--- config.mk ---
export PLATFORM = sky130hd
export DESIGN_NAME = mbw_pick
export DESIGN_NICKNAME = d
export VERILOG_FILES = /design/src/mbw_pkg.sv /design/src/mbw_pick.sv
export SDC_FILE = /design/constraint.sdc
export NUM_CORES = 1
export LEC_CHECK = 0
export CORE_MARGIN = 1
export CORE_UTILIZATION = 40
export DETAILED_ROUTE_END_ITERATION = 7
export DONT_BUFFER_PORTS = 1
export PLACE_DENSITY = 0.53
export SETUP_SLACK_MARGIN = 0.1
export SYNTH_ARGS = -nofsm -noshare
export SYNTH_HDL_FRONTEND = slang
export SYNTH_SLANG_ARGS = --single-unit
--- constraint.sdc ---
create_clock -name vclk -period 10.95
set_input_delay 1.095 -clock vclk [all_inputs]
set_output_delay 1.095 -clock vclk [all_outputs]
set_load 0.05 [all_outputs]
--- src/mbw_pkg.sv ---
`timescale 1ns / 1ps
// ----------------------------------------------------------------------------
// mbw_pkg
// Shared types, codes and helper functions of the maze backtracker walk.
// ----------------------------------------------------------------------------
package mbw_pkg;

  // field widths fixed by the stream format
  localparam int CMD_W      = 2;
  localparam int POS_W      = 6;
  localparam int RAND_W     = 16;
  localparam int EV_W       = 3;
  localparam int DEPTH_W    = 13;
  localparam int CFG_IDX_W  = 1;
  localparam int CFG_DATA_W = 7;

  typedef logic [4:0] cell_t;
  typedef logic [1:0] dir_t;

  // commands
  localparam logic [CMD_W-1:0] CMD_START = 2'd0;
  localparam logic [CMD_W-1:0] CMD_STEP  = 2'd1;
  localparam logic [CMD_W-1:0] CMD_READ  = 2'd2;

  // result events
  localparam logic [EV_W-1:0] EV_READ     = 3'd0;
  localparam logic [EV_W-1:0] EV_ADVANCED = 3'd1;
  localparam logic [EV_W-1:0] EV_BACK     = 3'd2;
  localparam logic [EV_W-1:0] EV_FINISHED = 3'd3;
  localparam logic [EV_W-1:0] EV_STARTED  = 3'd4;

  // directions
  localparam dir_t DIR_N = 2'd0;
  localparam dir_t DIR_W = 2'd1;
  localparam dir_t DIR_S = 2'd2;
  localparam dir_t DIR_E = 2'd3;

  // cell bits
  localparam cell_t OPEN_N    = 5'h01;
  localparam cell_t OPEN_W    = 5'h02;
  localparam cell_t OPEN_S    = 5'h04;
  localparam cell_t OPEN_E    = 5'h08;
  localparam cell_t CELL_SEEN = 5'h10;
  localparam int    SEEN_BIT  = 4;

  // register indexes
  localparam logic [CFG_IDX_W-1:0] REG_GRID_WIDTH  = 1'b0;
  localparam logic [CFG_IDX_W-1:0] REG_GRID_HEIGHT = 1'b1;
  localparam logic [CFG_DATA_W-1:0] GRID_RESET     = 7'd64;

  typedef enum logic [3:0] {
    ST_CLEAR,
    ST_IDLE,
    ST_READ_CAP,
    ST_PROBE,
    ST_PROBE_END,
    ST_PICK,
    ST_WR_TOP,
    ST_WR_NBR,
    ST_POP_STK,
    ST_POP_CELL,
    ST_POP_CAP,
    ST_EMIT
  } state_t;

  typedef struct packed {
    logic none;
    dir_t dir;
  } pick_t;

  function automatic cell_t side_bit(input dir_t d);
    case (d)
      DIR_N:   side_bit = OPEN_N;
      DIR_W:   side_bit = OPEN_W;
      DIR_S:   side_bit = OPEN_S;
      default: side_bit = OPEN_E;
    endcase
  endfunction

  // side seen from the cell on the far side of the wall
  function automatic dir_t back_dir(input dir_t d);
    case (d)
      DIR_N:   back_dir = DIR_S;
      DIR_W:   back_dir = DIR_E;
      DIR_S:   back_dir = DIR_N;
      default: back_dir = DIR_W;
    endcase
  endfunction

  // v mod 3: base-4 digit sums, since 4 and 16 are 1 mod 3
  function automatic logic [1:0] mod3_16(input logic [RAND_W-1:0] v);
    logic [4:0] s;
    logic [2:0] s2;
    logic [2:0] s3;
    s = '0;
    for (int i = 0; i < RAND_W / 2; i++) begin
      s = s + 5'(v[2*i +: 2]);
    end
    s2 = 3'(s[1:0]) + 3'(s[3:2]) + 3'(s[4]);
    s3 = 3'(s2[1:0]) + 3'(s2[2]);
    if (s3 >= 3'd3) begin
      s3 = s3 - 3'd3;
    end
    mod3_16 = s3[1:0];
  endfunction

endpackage

--- src/mbw_pick.sv ---
`timescale 1ns / 1ps
// ----------------------------------------------------------------------------
// mbw_pick
// Chooses one free neighbor: the (rand mod count)-th set bit of the mask.
// ----------------------------------------------------------------------------
module mbw_pick (
  input  logic [3:0]                 mask,
  input  logic [mbw_pkg::RAND_W-1:0] rnd,
  output mbw_pkg::pick_t             pick_out
);
  import mbw_pkg::*;

  logic [2:0] cnt;
  logic [1:0] sel;
  logic [2:0] k;

  always_comb begin
    cnt = '0;
    for (int i = 0; i < 4; i++) begin
      cnt = cnt + 3'(mask[i]);
    end
    case (cnt)
      3'd2:    sel = {1'b0, rnd[0]};
      3'd3:    sel = mod3_16(rnd);
      3'd4:    sel = rnd[1:0];
      default: sel = '0;
    endcase
    pick_out.none = (mask == '0);
    pick_out.dir  = DIR_N;
    k = '0;
    for (int i = 0; i < 4; i++) begin
      if (mask[i]) begin
        if (k == 3'(sel)) begin
          pick_out.dir = 2'(i);
        end
        k = k + 3'd1;
      end
    end
  end

endmodule

==> key figures <==
GRT
  • Total congestion overflow: 0
  • Global-route usage over all layers: between 10 and 15%
  • Largest net degree at the start of global routing: 11
  • First-pass GRT wire length: about 2.1 mm
  • Initial antenna violation count: 0
  • Vias in the first global route: between 500 and 600

Final layout
  • Clock buf count: 0
  • Final instance area: about 840 um^2
  • Nets: roughly 140
  • Number of inserted diodes: 0
  • Layout area overhead: 4.01%
  • Filler Cell Count: around 200
  • Multi-input gate area: ~700 um^2
  • Reg area: 0 um^2
  • Seq_cells: 0
  • Layout cell share with drive strength beyond 1: 6.59%

Floorplanning
  • IO Pins: 23
  • Initial core utilization: between 40% and 50%
  • FP Rows: 15
  • Std-Cell Core Area: roughly 1800 um^2
  • Die height: between 40 and 50 um
  • Die Span X: ~47 um
  • Die ar.: ~2200 um^2

Synthesis
  • Syn avg cell area: 8.81 um^2
  • Synth warnings: 0
  • Sequential area share after synthesis: 0%
  • Cells after Synth: between 90 and 100
  • Post-Syn Nets: 138
  • Mapped cell area: 811 um^2
  • Netlist cell types: 28

Min path
  • Hold WC Path Type: input port to output port
  • Hold depth: 1
  • HP Start: mask[2]
  • Worst Hold Endpoint: pick_out[2]

Place
  • Routability cong.: slightly below 0.7
  • Port Buffers: 0
  • DP Wirelength: about 1.2 mm
  • DP Area: between 800 and 900 um^2

Critical path
  • Total stage count of the critical path: 21
  • Critical path endpoint category: output port
  • Most used cell, CP: fa_1
  • Largest fanout on the critical path: 3
  • WS Path Type: input port to output port
  • Worst path slowest cell: o21ai_1
  • Critical path's largest stage delay: 750 ps
  • Required @ worst endpoint: around 9900 ps
  • WP buf/inv: 5
  • Worst setup startpoint: rnd[1]
  • Worst-path cell chain: inv_1 -> fa_1 -> fa_1 -> fa_1 -> inv_1 -> fa_1 -> ha_1 -> fa_1 -> inv_1 -> fa_1 -> inv_1 -> fa_1 -> ha_1 -> inv_1 -> fa_1 -> nand2_1 -> o21ai_0 -> a32oi_2 -> xnor2_1 -> nand3_1 -> o21ai_1
  • Worst EP arrival: ~6900 ps
  • Worst path top cell family by delay: adder cells
  • Startpoint types: input port

Timing
  • RSZ-0062 raised after global routing: no
  • Fmax: around 120 MHz
  • Final Hold Fails: 0
  • Post-layout min period: about 8000 ps
  • Max-slew violation count: 0
  • Setup TNS: 0 ps
  • Least-Margin Pin Slew: about 940 ps
  • Final setup fails: 0
  • Relative slew margins: a little under two fifths
  • Period utilization: around three quarters
  • WHS: around 2300 ps

Routing
  • Vias per std cell: 4.80
  • DRC: 0
  • Iteration count of the initial detailed-routing pass: 4
  • Routed wire length: approximately 1.3 mm
  • Routed Antenna Nets: 0
  • Routed via count: between 500 and 600
  • Initial DRC count: 7
  • Average wire per standard cell: between 10 and 15 um

Clock network
  • Buffer count from post-CTS setup fixing: 0
  • Post-CTS resize count: 0
  • # hold bufs at CTS: 0

Job
  • Max_cap viols: 0

Run status
  • Status: finished, final reports clean
## Yosys cell counts
master	n	area, um^2
fa_1	15	300
xnor2_1	4	35.0
nor3_1	1	5.00
and3b_1	1	8.76
nor3b_1	1	7.51
o211ai_2	1	12.5
o21ai_1	1	5.00
ha_1	11	138
a21oi_1	1	5.00
clkbuf_1	1	3.75
nor2_1	4	15.0
mux2i_1	1	10.0
o21ai_0	3	15.0
nand2_1	4	15.0
nand3_4	1	17.5
inv_1	27	101
and3_1	1	6.26
o221ai_1	1	8.76
a31oi_1	1	6.26
nand4bb_1	1	11.3
xor2_1	2	17.5
nand2b_1	1	6.26
o2111ai_1	1	8.76
a21o_1	2	15.0
nand3_1	2	10.0
a32oi_2	1	16.3
nand2_2	1	6.26
inv_2	1	3.75
## cells by family after synthesis
kind of cell             share of synthesized area [%]
AND/OR/NAND/NOR                                   13.4
AO/OA/AOI/OAI                                     11.4
adder cells (fa/ha/maj)                           54.0
XOR/XNOR                                          6.48
multiplexers                                      1.23
buffers and inverters                             13.4
## metrics by stage
step,setup WS [ps],instances,utilization (%)
5_1_grt,2650,116,46.3
4_1_cts,2880,116,46.3
2_1_floorplan,3200,92,-
3_5_place_dp,2880,116,46.3
3_3_place_gp,2960,116,46.3
6_report,2910,116,46.3
## per-layer routing
layer / GRT usage (%) / vias up / routed length, um
met5: 0 / - / 0
met4: 0 / 0 / 0
met3: 0.769 / 0 / 52
met2: 20.0 / 17 / 555
met1: 21.2 / 252 / 677
li1: - / 288 / -
## cell type report
cell class                      count  area share [%]
Inverter                           28            12.5
Tap cell                           25            3.71
Multi-Input combinational cell     63            83.8
## how the worst max path moves through the flow
stage,slack [ps],end
4_1_cts,2880,pick_out[0]
5_1_grt,2650,pick_out[0]
3_5_place_dp,2880,pick_out[0]
3_3_place_gp,2960,pick_out[0]
2_1_floorplan,3200,pick_out[0]
6_report,2910,pick_out[0]
## layout by cell type, fill, tap and decap left out, drive strengths merged, types with 2 or more instances in the layout
cell,count
nand2,5
o21ai,4
fa,15
ha,11
nand3,3
xnor2,4
xor2,2
nor2,4
a21o,2
inv,28
Power is not shown: default switching activity piles up to over one toggle a cycle in this logic, so the estimate is an artifact.
