## src/mbw_ram.sv

```systemverilog
`timescale 1ns / 1ps
// ----------------------------------------------------------------------------
// mbw_ram
// Generic simple dual-port RAM: one write port, one read port, registered read.
// ----------------------------------------------------------------------------
module mbw_ram #(
  parameter int WIDTH = 8,
  parameter int DEPTH = 16
) (
  input  logic                     clk,
  input  logic                     wr_en,
  input  logic [$clog2(DEPTH)-1:0] wr_addr,
  input  logic [WIDTH-1:0]         wr_data,
  input  logic [$clog2(DEPTH)-1:0] rd_addr,
  output logic [WIDTH-1:0]         rd_data
);

  logic [WIDTH-1:0] mem [DEPTH];

  always_ff @(posedge clk) begin
    if (wr_en) begin
      mem[wr_addr] <= wr_data;
    end
    rd_data <= mem[rd_addr];
  end

endmodule

```

## config.mk

```make
export PLATFORM = sky130hd
export DESIGN_NAME = mbw_ram
export DESIGN_NICKNAME = d
export VERILOG_FILES = /design/src/mbw_ram.sv
export SDC_FILE = /design/constraint.sdc
export NUM_CORES = 1
export LEC_CHECK = 0
export ABC_AREA = 0
export ABC_CLOCK_PERIOD_IN_PS = 2800
export BUFFER_PORTS_ARGS = -buffer_cell sky130_fd_sc_hd__buf_4
export CAP_MARGIN = 25
export CORE_UTILIZATION = 60
export DETAILED_ROUTE_END_ITERATION = 8
export PLACE_DENSITY = 0.78
export SLEW_MARGIN = 40
export SYNTH_ARGS = -nofsm -noshare
export SYNTH_HDL_FRONTEND = slang
export SYNTH_SLANG_ARGS = --single-unit
```

## constraint.sdc

```tcl
create_clock -name clk -period 2.8 [get_ports clk]
set_input_delay 0.56 -clock clk [delete_from_list [all_inputs] [get_ports clk]]
set_output_delay 0.56 -clock clk [all_outputs]
set_load 0.03 [all_outputs]
```

==> results of run 1 <==
==> per-stage QoR <==
| step | hold WS (ns) | total power [W] | setup WS, ns | std cells |
|---|---|---|---|---|
| detailed placement | 0.660 | 0.00257 | 0.512 | 364 |
| finish | 0.341 | 0.00477 | 1.11 | 396 |
| floorplan | 0.629 | 0.00247 | 0.747 | 229 |
| CTS | 0.338 | 0.00479 | 1.04 | 396 |
| global placement | 0.648 | 0.00256 | 0.589 | 364 |
| global route | 0.343 | 0.00490 | 1.02 | 396 |
==> synthesized netlist by cell type (all sizes together) (2+ instances only) <==
cell           instances
mux4                  32
nand2                  9
dfxtp                  8
a22oi                 16
buf                    7
nor2                  13
clkdlybuf4s25          3
nor3                   4
edfxtp               128
nand2b                 2
nand3b                 2
==> layout make-up <==
type,instances,area share
multi-input cells,83,0.174
clock buffers,19,0.0692
well taps,105,0.0216
clock inverters,13,0.0294
flip-flops and latches,136,0.657
repair buffers,40,0.0493
==> worst min path at each step <==
stage | slack, ns | end | from | cells past startpoint
3_5_place_dp | 0.66 | rd_data[4] | mem[12][4] | 3
6_report | 0.34 | mem[5][1] | wr_data[1] | 1
2_1_floorplan | 0.63 | rd_data[0] | mem[7][0] | 3
4_1_cts | 0.34 | mem[11][1] | wr_data[1] | 1
5_1_grt | 0.34 | mem[5][1] | wr_data[1] | 1
3_3_place_gp | 0.65 | rd_data[6] | mem[14][6] | 3
==> flip-flops by register name, indices dropped and copies added, names as in the netlist <==
register  flops
mem         128
rd_data       8
==> layout by cell type (no fill, tap or decap) <==
cell and instances:
sky130_fd_sc_hd__edfxtp_1 128, sky130_fd_sc_hd__nand3b_1 2, sky130_fd_sc_hd__clkbuf_8 1, sky130_fd_sc_hd__clkinv_2 4, sky130_fd_sc_hd__nand2_1 9, sky130_fd_sc_hd__nor2_1 12, sky130_fd_sc_hd__nand3_1 1, sky130_fd_sc_hd__nor2b_1 1
sky130_fd_sc_hd__nand2b_1 2, sky130_fd_sc_hd__buf_4 40, sky130_fd_sc_hd__nor2_2 1, sky130_fd_sc_hd__mux4_2 18, sky130_fd_sc_hd__mux4_1 14, sky130_fd_sc_hd__clkbuf_16 16, sky130_fd_sc_hd__clkbuf_1 2, sky130_fd_sc_hd__a22oi_1 16
sky130_fd_sc_hd__bufinv_16 4, sky130_fd_sc_hd__and2_1 1, sky130_fd_sc_hd__nor3_1 4, sky130_fd_sc_hd__dfxtp_1 8, sky130_fd_sc_hd__clkinv_4 1, sky130_fd_sc_hd__and2b_1 1, sky130_fd_sc_hd__or3b_2 1, sky130_fd_sc_hd__clkinvlp_4 4
==> report_power, final <==
group          internal, W  total, W  switching, W
combinational     0.000100  0.000244      0.000143
sequential         0.00228   0.00229     0.0000136
clock              0.00144   0.00224      0.000802
==> cell families after synthesis <==
logic type | share of synthesized area
AO/OA/AOI/OAI | 0.0233
buffers and inverters | 0.0168
flip-flops | 0.778
multiplexers | 0.150
AND/OR/NAND/NOR | 0.0318
==> metal layers <==
layer / part of all wire / vias to the layer above / global-route usage
met1: 0.38 / 1274 / 0.327
li1: - / 1070 / -
met5: 0 / - / 0
met3: 0.083 / 32 / 0.0765
met2: 0.50 / 151 / 0.391
met4: 0.031 / 0 / 0.120
==> results.txt, run 1 <==
The run finished with clean final reports. Subtracting the final worst setup slack from the clock period gives 1.69 ns. The post-CTS resize count is 0. The initialized floorplan defines 33 standard-cell rows. The count of different cell masters after synthesis came out at 19. The delay of the slowest critical-path stage came out at 0.63 ns. The worst setup path is captured at a flip-flop. The number of nets in the synthesized netlist came out at 247.

The count of hold-fix buffers inserted at cts is 0. Measured on the finished design, the core utilization comes to 0.738. The die is 94.6 um wide. The number of pins with negative max-slew slack in the final report is 0. The number of storage elements in the synthesis netlist is 136. The final setup skew is 0.00720 ns.

The part of the Yosys area used for sequential elements came out at 0.778. The number of post-CTS setup repair buffers is 0. The core region is 0.00826 mm2. The die covers 0.00895 mm2. TritonCTS built the clock tree.

The iteration-0 DRC count of the detailed router came out at 255. The maximum vdd drop came out at 453 uV. The total number of nets in the final design is 296.

The slew of the pin with the lowest slew margin is 0.843 ns. Grouping stages by cell kind, the critical path spends the most delay in simple AND/OR/NAND/NOR gates. Across every metal layer, demand over resource in global routing totals 0.251.

The clock edge transition at the registers on the reported setup and hold paths came out at 0.06 ns. The critical path goes through buf_4 -> or3b_2 -> nor2_1. Clock latency on the worst-skew pair, taken at its later pin, is 0.52 ns.

For this run, design rule violations remaining after detail routing come to 0. The clock tree synthesis step divided the H-tree into 4 levels. The type of the worst setup path is in2reg. The synthesized netlist occupies a cell area of 0.00515 mm2. In the routed layout, each cell is associated on average with a via count of 6.38. In this run the critical register-to-register path is launched from mem[3][2]. The largest fanout on the critical path is 8. The iteration count of the initial detailed-routing pass is 5. The path category of the worst min-delay check is in2reg.

The standard cell area after detailed placement came out at 0.00549 mm2. The fraction of layout cells with a size suffix above 1 is 0.309. In the finished design, the share of the clock period the worst path needs comes to 0.603. The clock sink total is 136. In the post-synthesis netlist, the biggest area contributors are sky130_fd_sc_hd__edfxtp_1, sky130_fd_sc_hd__mux4_2, sky130_fd_sc_hd__mux4_1.

The critical path ends at mem[2][3]. Setup violations remaining at the end of the flow were counted as 0. The number of buffers created by CTS is 17.

The number of violations of the max-capacitance limit is 0. The routed length per placed instance came out at 25.4 um. Of all cell types, the one taking the most synthesized area is sky130_fd_sc_hd__edfxtp_1. The power density normalized to cell area is 783 mW/mm2. Once detailed placement completed, the half-perimeter wirelength came to 5830 um. The capture instance of the worst register-to-register path is rd_data[2]. Setup repair after global routing left no endpoint under its margin. The mean instance size in the synthesized netlist is 22.5 um2.

The leakage power came out at 2.08 nW. The type of origin of the critical path is a primary input. The setup total negative slack is 0 ns. At the worst endpoint, the required time is 2.95 ns. The number of fillers in the final layout is 455. The initial antenna violation count is 0.

The first-pass GRT wire length came out at 14800 um. Timing would allow up to 593 MHz. Counting cells, the worst reg-to-reg path comes to 3. The total number of cells along the worst setup path came out at 3. The wire length reported by the detailed router came out at 10100 um.

The number of flops mapped to enable cells by yosys is 128. The number of primary I/O pins is 26. The Yosys step of the flow raised 0 warnings.

The prevailing post-synth register cell is sky130_fd_sc_hd__edfxtp_1. The clock passes through at most 2 buffers. The async set-reset flop share out of synthesis came out at 0.

The repair_antennas step left the layout with diodes totalling 0. Entering global routing, the biggest net connects 33 pins. The total overflow left after global routing is 0. The setup slack of the worst register-to-register path came out at 1.39 ns.

The detail route stage leaves a number of antenna-violating nets equal to 0. CTS placed an instance of sky130_fd_sc_hd__clkbuf_8 at the clock tree root. The port buffer count came out at 25. The initial standard-cell utilization of the core came out at 0.623. The total vias in the final route is 2527.

The via count of the first global-routing pass came out at 2588. The die extent in y is 94.6 um. The hold violation total from the final report is 0.

The count of buffer and inverter cells on the critical path came out at 1. The startpoint of the worst setup timing path is wr_addr[2]. The area growth from synthesis to layout is 18.4%. The register cell area after layout is 0.00400 mm2. The final instance area is 0.00610 mm2.

The synthesized instance count is 229. The relative slew slack came out at 0.436. Of the post-synthesis cell area, the dominant cell type holds 0.747. The largest individual stage delay along the critical path comes from the cell sky130_fd_sc_hd__nor2_1. The final weighted congestion of routability-driven global placement is 0.832. Summing all multi-input logic gate instances after layout gives 0.00106 mm2. Data arrives at the worst endpoint at 1.83 ns.
Note: power is estimated with default switching activity, not from simulation.
==> inputs of run 2 (changes only) <==
--- a/config.mk
+++ b/config.mk
@@ -6,7 +6,7 @@
 export NUM_CORES = 1
 export LEC_CHECK = 0
 export ABC_AREA = 0
-export ABC_CLOCK_PERIOD_IN_PS = 2800
+export ABC_CLOCK_PERIOD_IN_PS = 1770
 export BUFFER_PORTS_ARGS = -buffer_cell sky130_fd_sc_hd__buf_4
 export CAP_MARGIN = 25
 export CORE_UTILIZATION = 60
==> constraint.sdc (replaced) <==
create_clock -name clk -period 1.77 [get_ports clk]
set_input_delay 0.354 -clock clk [delete_from_list [all_inputs] [get_ports clk]]
set_output_delay 0.354 -clock clk [all_outputs]
set_load 0.03 [all_outputs]
==> run 2 against run 1 <==
Critical path depth shrank 2. Highest routed layer unchanged. Die area is the same. First-iteration DRC count grew 0.39%. Clock skew grew 0.0036 ns. Global-route usage shrank 0.47 points. Utilization grew 1.9 points. Design area grew 2.5%. Clock power grew 66%. Sequential share of layout area shrank 1.6 points.
==> results.txt, run 2 (same netlist as run 1, synthesis figures left out) <==
The startpoint identified for the worst register-to-register timing path is mem[0][2]. The power density normalized to cell area is 1240 mW/mm2. The delay of the slowest critical-path stage is 0.37 ns. The final critical path time including I/O delays and setup came out at 1.41 ns. In this run the remaining antenna-violating nets after routing total 0.

The cell family contributing the most delay on the critical path is flip-flops. Compared with the post-synthesis result, the final layout area differs by 21.4%. The total number of nets in the final design came out at 307. The cell sitting at the root of the clock tree is a sky130_fd_sc_hd__clkbuf_8. The worst endpoint required time is 1.42 ns. The number of primary I/O pins came out at 26. In this run the worst path has a maximum fanout of 1. The iteration count of the initial detailed-routing pass came out at 4. Buffers added to address setup during post-CTS repair amount to 0. The placeable core area is 0.00826 mm2. The die width came out at 94.6 um. The via count of the first global-routing pass is 2709. The number of setup violations in the final report came out at 0.

Data arrives at the worst endpoint at 1.06 ns. The final worst-path cycle share came out at 0.799. The hold violation total from the final report is 0.

The total vias in the final route is 2483. The path category of the worst min-delay check is in2reg. Traced cell by cell, the critical path runs through buf_4. The maximum vdd drop is 823 uV. Of the cells placed in the final design, the portion with a size suffix greater than 1 is 0.338. Summed over all failing endpoints, the final setup total negative slack is 0 ns. After global routing the overflow that remains totals 0. The top cell types in the final layout, fill and taps aside, are sky130_fd_sc_hd__edfxtp_1, sky130_fd_sc_hd__buf_4, sky130_fd_sc_hd__mux4_2. The number of fillers in the final layout is 467. The number of pins with negative max-slew slack in the final report was 0. Setup repair after global routing left no endpoint under its margin. The post-CTS resize count came out at 0.

The number of placed instances, taps included, is 375. The flow ran to the end, and the final reports show no timing, DRC or antenna violations. The cell with the largest stage delay on the worst path is sky130_fd_sc_hd__dfxtp_1. The final setup skew came out at 0.0108 ns. The final weighted congestion of routability-driven global placement came out at 0.765. The average vias per placed instance is 6.10. The first global-routing pass estimated 14600 um of wire.

The die covers 0.00895 mm2. The count of hold-fix buffers inserted at cts is 0. The largest registers in the layout are mem x128, rd_data x8. For the worst-skew pair, the clock arrives at the later sink with an insertion delay of 0.51 ns.

The register with the most flip-flops in the final layout is mem. The number of buffers created by CTS came out at 17. In this run the worst setup path begins at rd_data[7].

The leading cell type in the layout, fill and taps excluded is sky130_fd_sc_hd__edfxtp_1. The number of standard cells in the final layout excluding fillers came out at 407. For this block, the routed nets add up to 9820 um of wire. The die is 94.6 um tall.

For this configuration, the core starts out at a cell density of 0.623. The maximum level of the CTS H-tree is 4. The register with the most flip-flops in the layout has 128 of them.

The total global-route track usage came out at 0.246. Derived from the worst setup path, the maximum achievable clock frequency is 707 MHz. The repair_antennas step left the layout with diodes totalling 0.

The clock edge transition at the registers on the reported setup and hold paths is 0.06 ns. STA classifies the critical path startpoint as a flip-flop. In the routed design, unresolved DRC markers number 0.

The number of violations of the max-capacitance limit came out at 0. The initial antenna violation count came out at 0. The leakage power came out at 2.17 nW. The TritonCTS clock tree is built.

Counting both buffers and inverters, the worst setup path holds a total of 1. Measured against its own limit, the worst slew margin works out to 0.728. The critical path in this run is classified as reg2out. The number of buffers between clock root and the deepest sink is 2. The maximum number of pins on one net before global-route repair is 19. The placed wire-length estimate after detailed placement came out at 6130 um. The iteration-0 DRC count of the detailed router is 256.

The floorplan has 33 rows. In this run the most critical hold path is launched from wr_data[6]. The routed length per placed instance is 24.1 um. The clock sink total came out at 136. The slew of the pin with the lowest slew margin came out at 0.408 ns. STA classifies the critical path endpoint as an output pin. The port buffer count is 25.
==> run 2: changes by cell type in the layout (fill, tap and decap cells not counted), sizes merged <==
cell	previous run	this run
bufinv	4	5
clkinvlp	4	3
buf	40	51
==> run 2: power breakdown <==
part	switching (W)	internal [W]	total (W)
Combinational	0.000227	0.000179	0.000406
Sequential	0.0000229	0.00360	0.00362
Clock	0.00125	0.00246	0.00371
Total	0.00150	0.00624	0.00774
==> run 2: per-stage QoR <==
stage          hold WS (ns)  utilization  power (W)  worst slack, ns  area (um2)
6_report              0.144        0.757    0.00774            0.356        6250
4_1_cts               0.132        0.757    0.00778            0.340        6250
3_5_place_dp          0.662        0.680    0.00409           0.0414        5620
3_3_place_gp          0.648        0.680    0.00407           0.0639        5620
2_1_floorplan         0.453            -    0.00391            0.150        5150
5_1_grt               0.131        0.757    0.00796            0.285        6250
==> run 2: cell type report <==
cell class	instances	area, um2	share of cell area
Sequential cell	136	4000	0.641
Timing Repair Buffer	51	420	0.0673
Clock buffer	19	432	0.0691
Tap cell	105	131	0.0210
Clock inverter	13	201	0.0322
Multi-Input combinational cell	83	1060	0.170
==> run 2: routing by layer <==
| metal | track usage | up-vias | part of all wire |
|---|---|---|---|
| met5 | 0 | - | 0 |
| met4 | 0.0783 | 0 | 0.017 |
| met3 | 0.0862 | 20 | 0.069 |
| met2 | 0.402 | 96 | 0.50 |
| met1 | 0.313 | 1272 | 0.41 |
| li1 | - | 1095 | - |
==> run 2: final timing paths <==
path | endpoint | slack (ns) | cells past startpoint
setup / recovery | rd_data[7] | 0.36 | 1
hold / removal | mem[7][6] | 0.14 | 1
setup reg to reg | rd_data[2] | 0.37 | 3
hold reg to reg | rd_data[4] | 0.67 | 3
==> inputs of run 3 (changes only) <==
--- a/config.mk
+++ b/config.mk
@@ -6,7 +6,7 @@
 export NUM_CORES = 1
 export LEC_CHECK = 0
 export ABC_AREA = 0
-export ABC_CLOCK_PERIOD_IN_PS = 1770
+export ABC_CLOCK_PERIOD_IN_PS = 1500
 export BUFFER_PORTS_ARGS = -buffer_cell sky130_fd_sc_hd__buf_4
 export CAP_MARGIN = 25
 export CORE_UTILIZATION = 60
==> constraint.sdc (replaced) <==
create_clock -name clk -period 1.5 [get_ports clk]
set_input_delay 0.3 -clock clk [delete_from_list [all_inputs] [get_ports clk]]
set_output_delay 0.3 -clock clk [all_outputs]
set_load 0.03 [all_outputs]
==> run 3 against run 2 <==
Total power grew 17%. Register-to-register slack lost 0.29 ns. Sequential share of layout area shrank 0.38 points. Critical path depth grew 2. Routed wire length grew 1.2%. Sequential cell count is the same. Utilization grew 0.45 points. Clock-buffer cell count grew 2. Non-clock buffer count grew 5. Clock power grew 15%. Global-route usage grew 0.18 points. Largest cell class unchanged.
==> results.txt, run 3 (same netlist as run 1, synthesis figures left out) <==
The run finished with clean final reports. The die extent in y came out at 94.6 um. The type of the worst setup path is reg2reg. The die width came out at 94.6 um.

Of the cells placed in the final design, the portion with a size suffix greater than 1 is 0.345. The power consumption came out at 0.00904 W. The instance count after placement with tap cells included came out at 380. The total die area is 0.00895 mm2. The slew of the pin with the lowest slew margin came out at 0.723 ns. The initial utilization of the core area, before any placement, comes to 0.623. The total global-route track usage is 0.248. The final critical path time including I/O delays and setup is 1.42 ns.

Buffers added to address setup during post-CTS repair amount to 0. The average vias per placed instance came out at 6.16. The worst hold path belongs to the class in2reg. STA classifies the critical path endpoint as a flip-flop.

In this run the static leakage power is 2.19 nW. Data on the critical path arrives at its endpoint at 1.82 ns. The post-CTS resize count came out at 0. The final weighted congestion of routability-driven global placement is 0.749. The wire length reported by the detailed router came out at 9940 um.

The worst-skew pair later-pin latency is 0.52 ns. The total global routing overflow came out at 0. Leaving out filler cells and counting taps, the final layout contains 412. The hold violation total from the final report is 0.

The register with the most flip-flops in the layout has 128 of them. The port buffer count is 25. In this run the core area contains 33 standard-cell rows. For this run, design rule violations remaining after detail routing come to 0. The relative area change from synthesis to final layout is 22.2%. The post-route core utilization is 0.762. More flip-flops sit in one register than any other, and that register is mem.

Clock-pin slew was measured on the worst setup and hold paths at 0.06 ns. TritonCTS built the clock tree. The placeable core area came out at 0.00826 mm2.

For this design the top-level I/O count stands at 26. Headroom to the max-slew limit came out at 0.517. The largest fanout on the critical path is 1.

CTS built an H-tree with a depth of 4. Entering global routing, the biggest net connects 17 pins. The via count of the first global-routing pass came out at 2664.

The leading cell type in the layout, fill and taps excluded is sky130_fd_sc_hd__edfxtp_1. The antenna diode instance count is 0. Setup violations remaining at the end of the flow were counted as 0. Detailed placement ended at an HPWL of 6430 um. The number of violations of the max-capacitance limit came out at 0. The number of pins with negative max-slew slack in the final report came out at 0. The initial antenna violation count came to 0. The first-pass GRT wire length came out at 14700 um. The first detailed-routing pass took 5 iterations. The power density normalized to cell area came out at 1440 mW/mm2. The library cells used most frequently in the layout, excluding fill and tap cells, are sky130_fd_sc_hd__edfxtp_1, sky130_fd_sc_hd__buf_4, sky130_fd_sc_hd__mux4_2. The longest clock path from root to sink contains 2 buffers.

Setup repair after global routing left no endpoint under its margin. STA classifies the critical path startpoint as a flip-flop. The clock sink total came out at 136. The final setup skew is 0.00603 ns. The number of buffers created by CTS is 17. The largest registers in the layout are mem x128, rd_data x8. The iteration-0 DRC count of the detailed router is 297.

The total number of nets in the final design is 312. The tree is rooted in a sky130_fd_sc_hd__clkbuf_8. The detail route stage leaves a number of antenna-violating nets equal to 0. The count of hold-fix buffers inserted at cts came out at 0.

Data on the critical path is required at its endpoint by 1.90 ns. The maximum vdd drop is 948 uV. Of the available clock period, the critical path in the final layout requires 0.946. The highest attainable clock frequency is 705 MHz. The total vias in the final route came out at 2538. The routed length per placed instance is 24.1 um.
==> run 3: changes by cell type in the layout (fill, tap and decap cells not counted) <==
cell / before / now
sky130_fd_sc_hd__buf_4: 48 / 52
sky130_fd_sc_hd__clkinv_4: 1 / 3
sky130_fd_sc_hd__clkbuf_8: 2 / 3
sky130_fd_sc_hd__clkinvlp_4: 3 / 2
sky130_fd_sc_hd__buf_12: 3 / 4
sky130_fd_sc_hd__bufinv_16: 5 / 4
sky130_fd_sc_hd__clkbuf_1: 1 / 2
sky130_fd_sc_hd__clkinv_2: 4 / 2
==> run 3: per-stage QoR <==
stage | worst slack, ns | area [um2] | hold WS, ns | setup TNS, ns
finish | 0.0815 | 6290 | 0.0840 | 0
global route | 0.0315 | 6290 | 0.0860 | 0
CTS | 0.0748 | 6290 | 0.0636 | 0
detailed placement | -0.180 | 5670 | 0.613 | -3.92
global placement | -0.145 | 5670 | 0.593 | -2.42
floorplan | -0.0661 | 5150 | 0.399 | -1.98
==> run 3: power breakdown <==
part | switching [W] | total, W | internal, W
clock network | 0.00148 | 0.00427 | 0.00279
registers | 0.0000285 | 0.00428 | 0.00425
logic | 0.000272 | 0.000492 | 0.000220
==> run 3: critical path: stages, from the launching register on <==
cell and delay [ns]:
sky130_fd_sc_hd__edfxtp_1 0.38, sky130_fd_sc_hd__mux4_1 0.53, sky130_fd_sc_hd__a22oi_1 0.32, sky130_fd_sc_hd__nand2_1 0.08
==> run 3: final cells by class <==
type                       instances  area, um2
sequential                       136       4000
fill                             447       1970
multi-input combinational         83       1060
timing repair buffer              56        470
clock buffer                      21        449
clock inverter                    11        171
tap                              105        131
==> run 3: routing by layer <==
metal | up-vias | track usage | wire, um
met5 | - | 0 | 0
met4 | 0 | 0.130 | 262
met3 | 23 | 0.0604 | 375
met2 | 76 | 0.382 | 5010
met1 | 1335 | 0.333 | 4290
li1 | 1104 | - | -
==> run 3: worst paths after layout <==
path,startpoint,endpoint,slack (ns),cells past startpoint
max,mem[2][0],rd_data[0],0.08,3
min,wr_data[1],mem[12][1],0.08,1
max reg2reg,mem[2][0],rd_data[0],0.08,3
min reg2reg,mem[14][3],rd_data[3],0.66,3
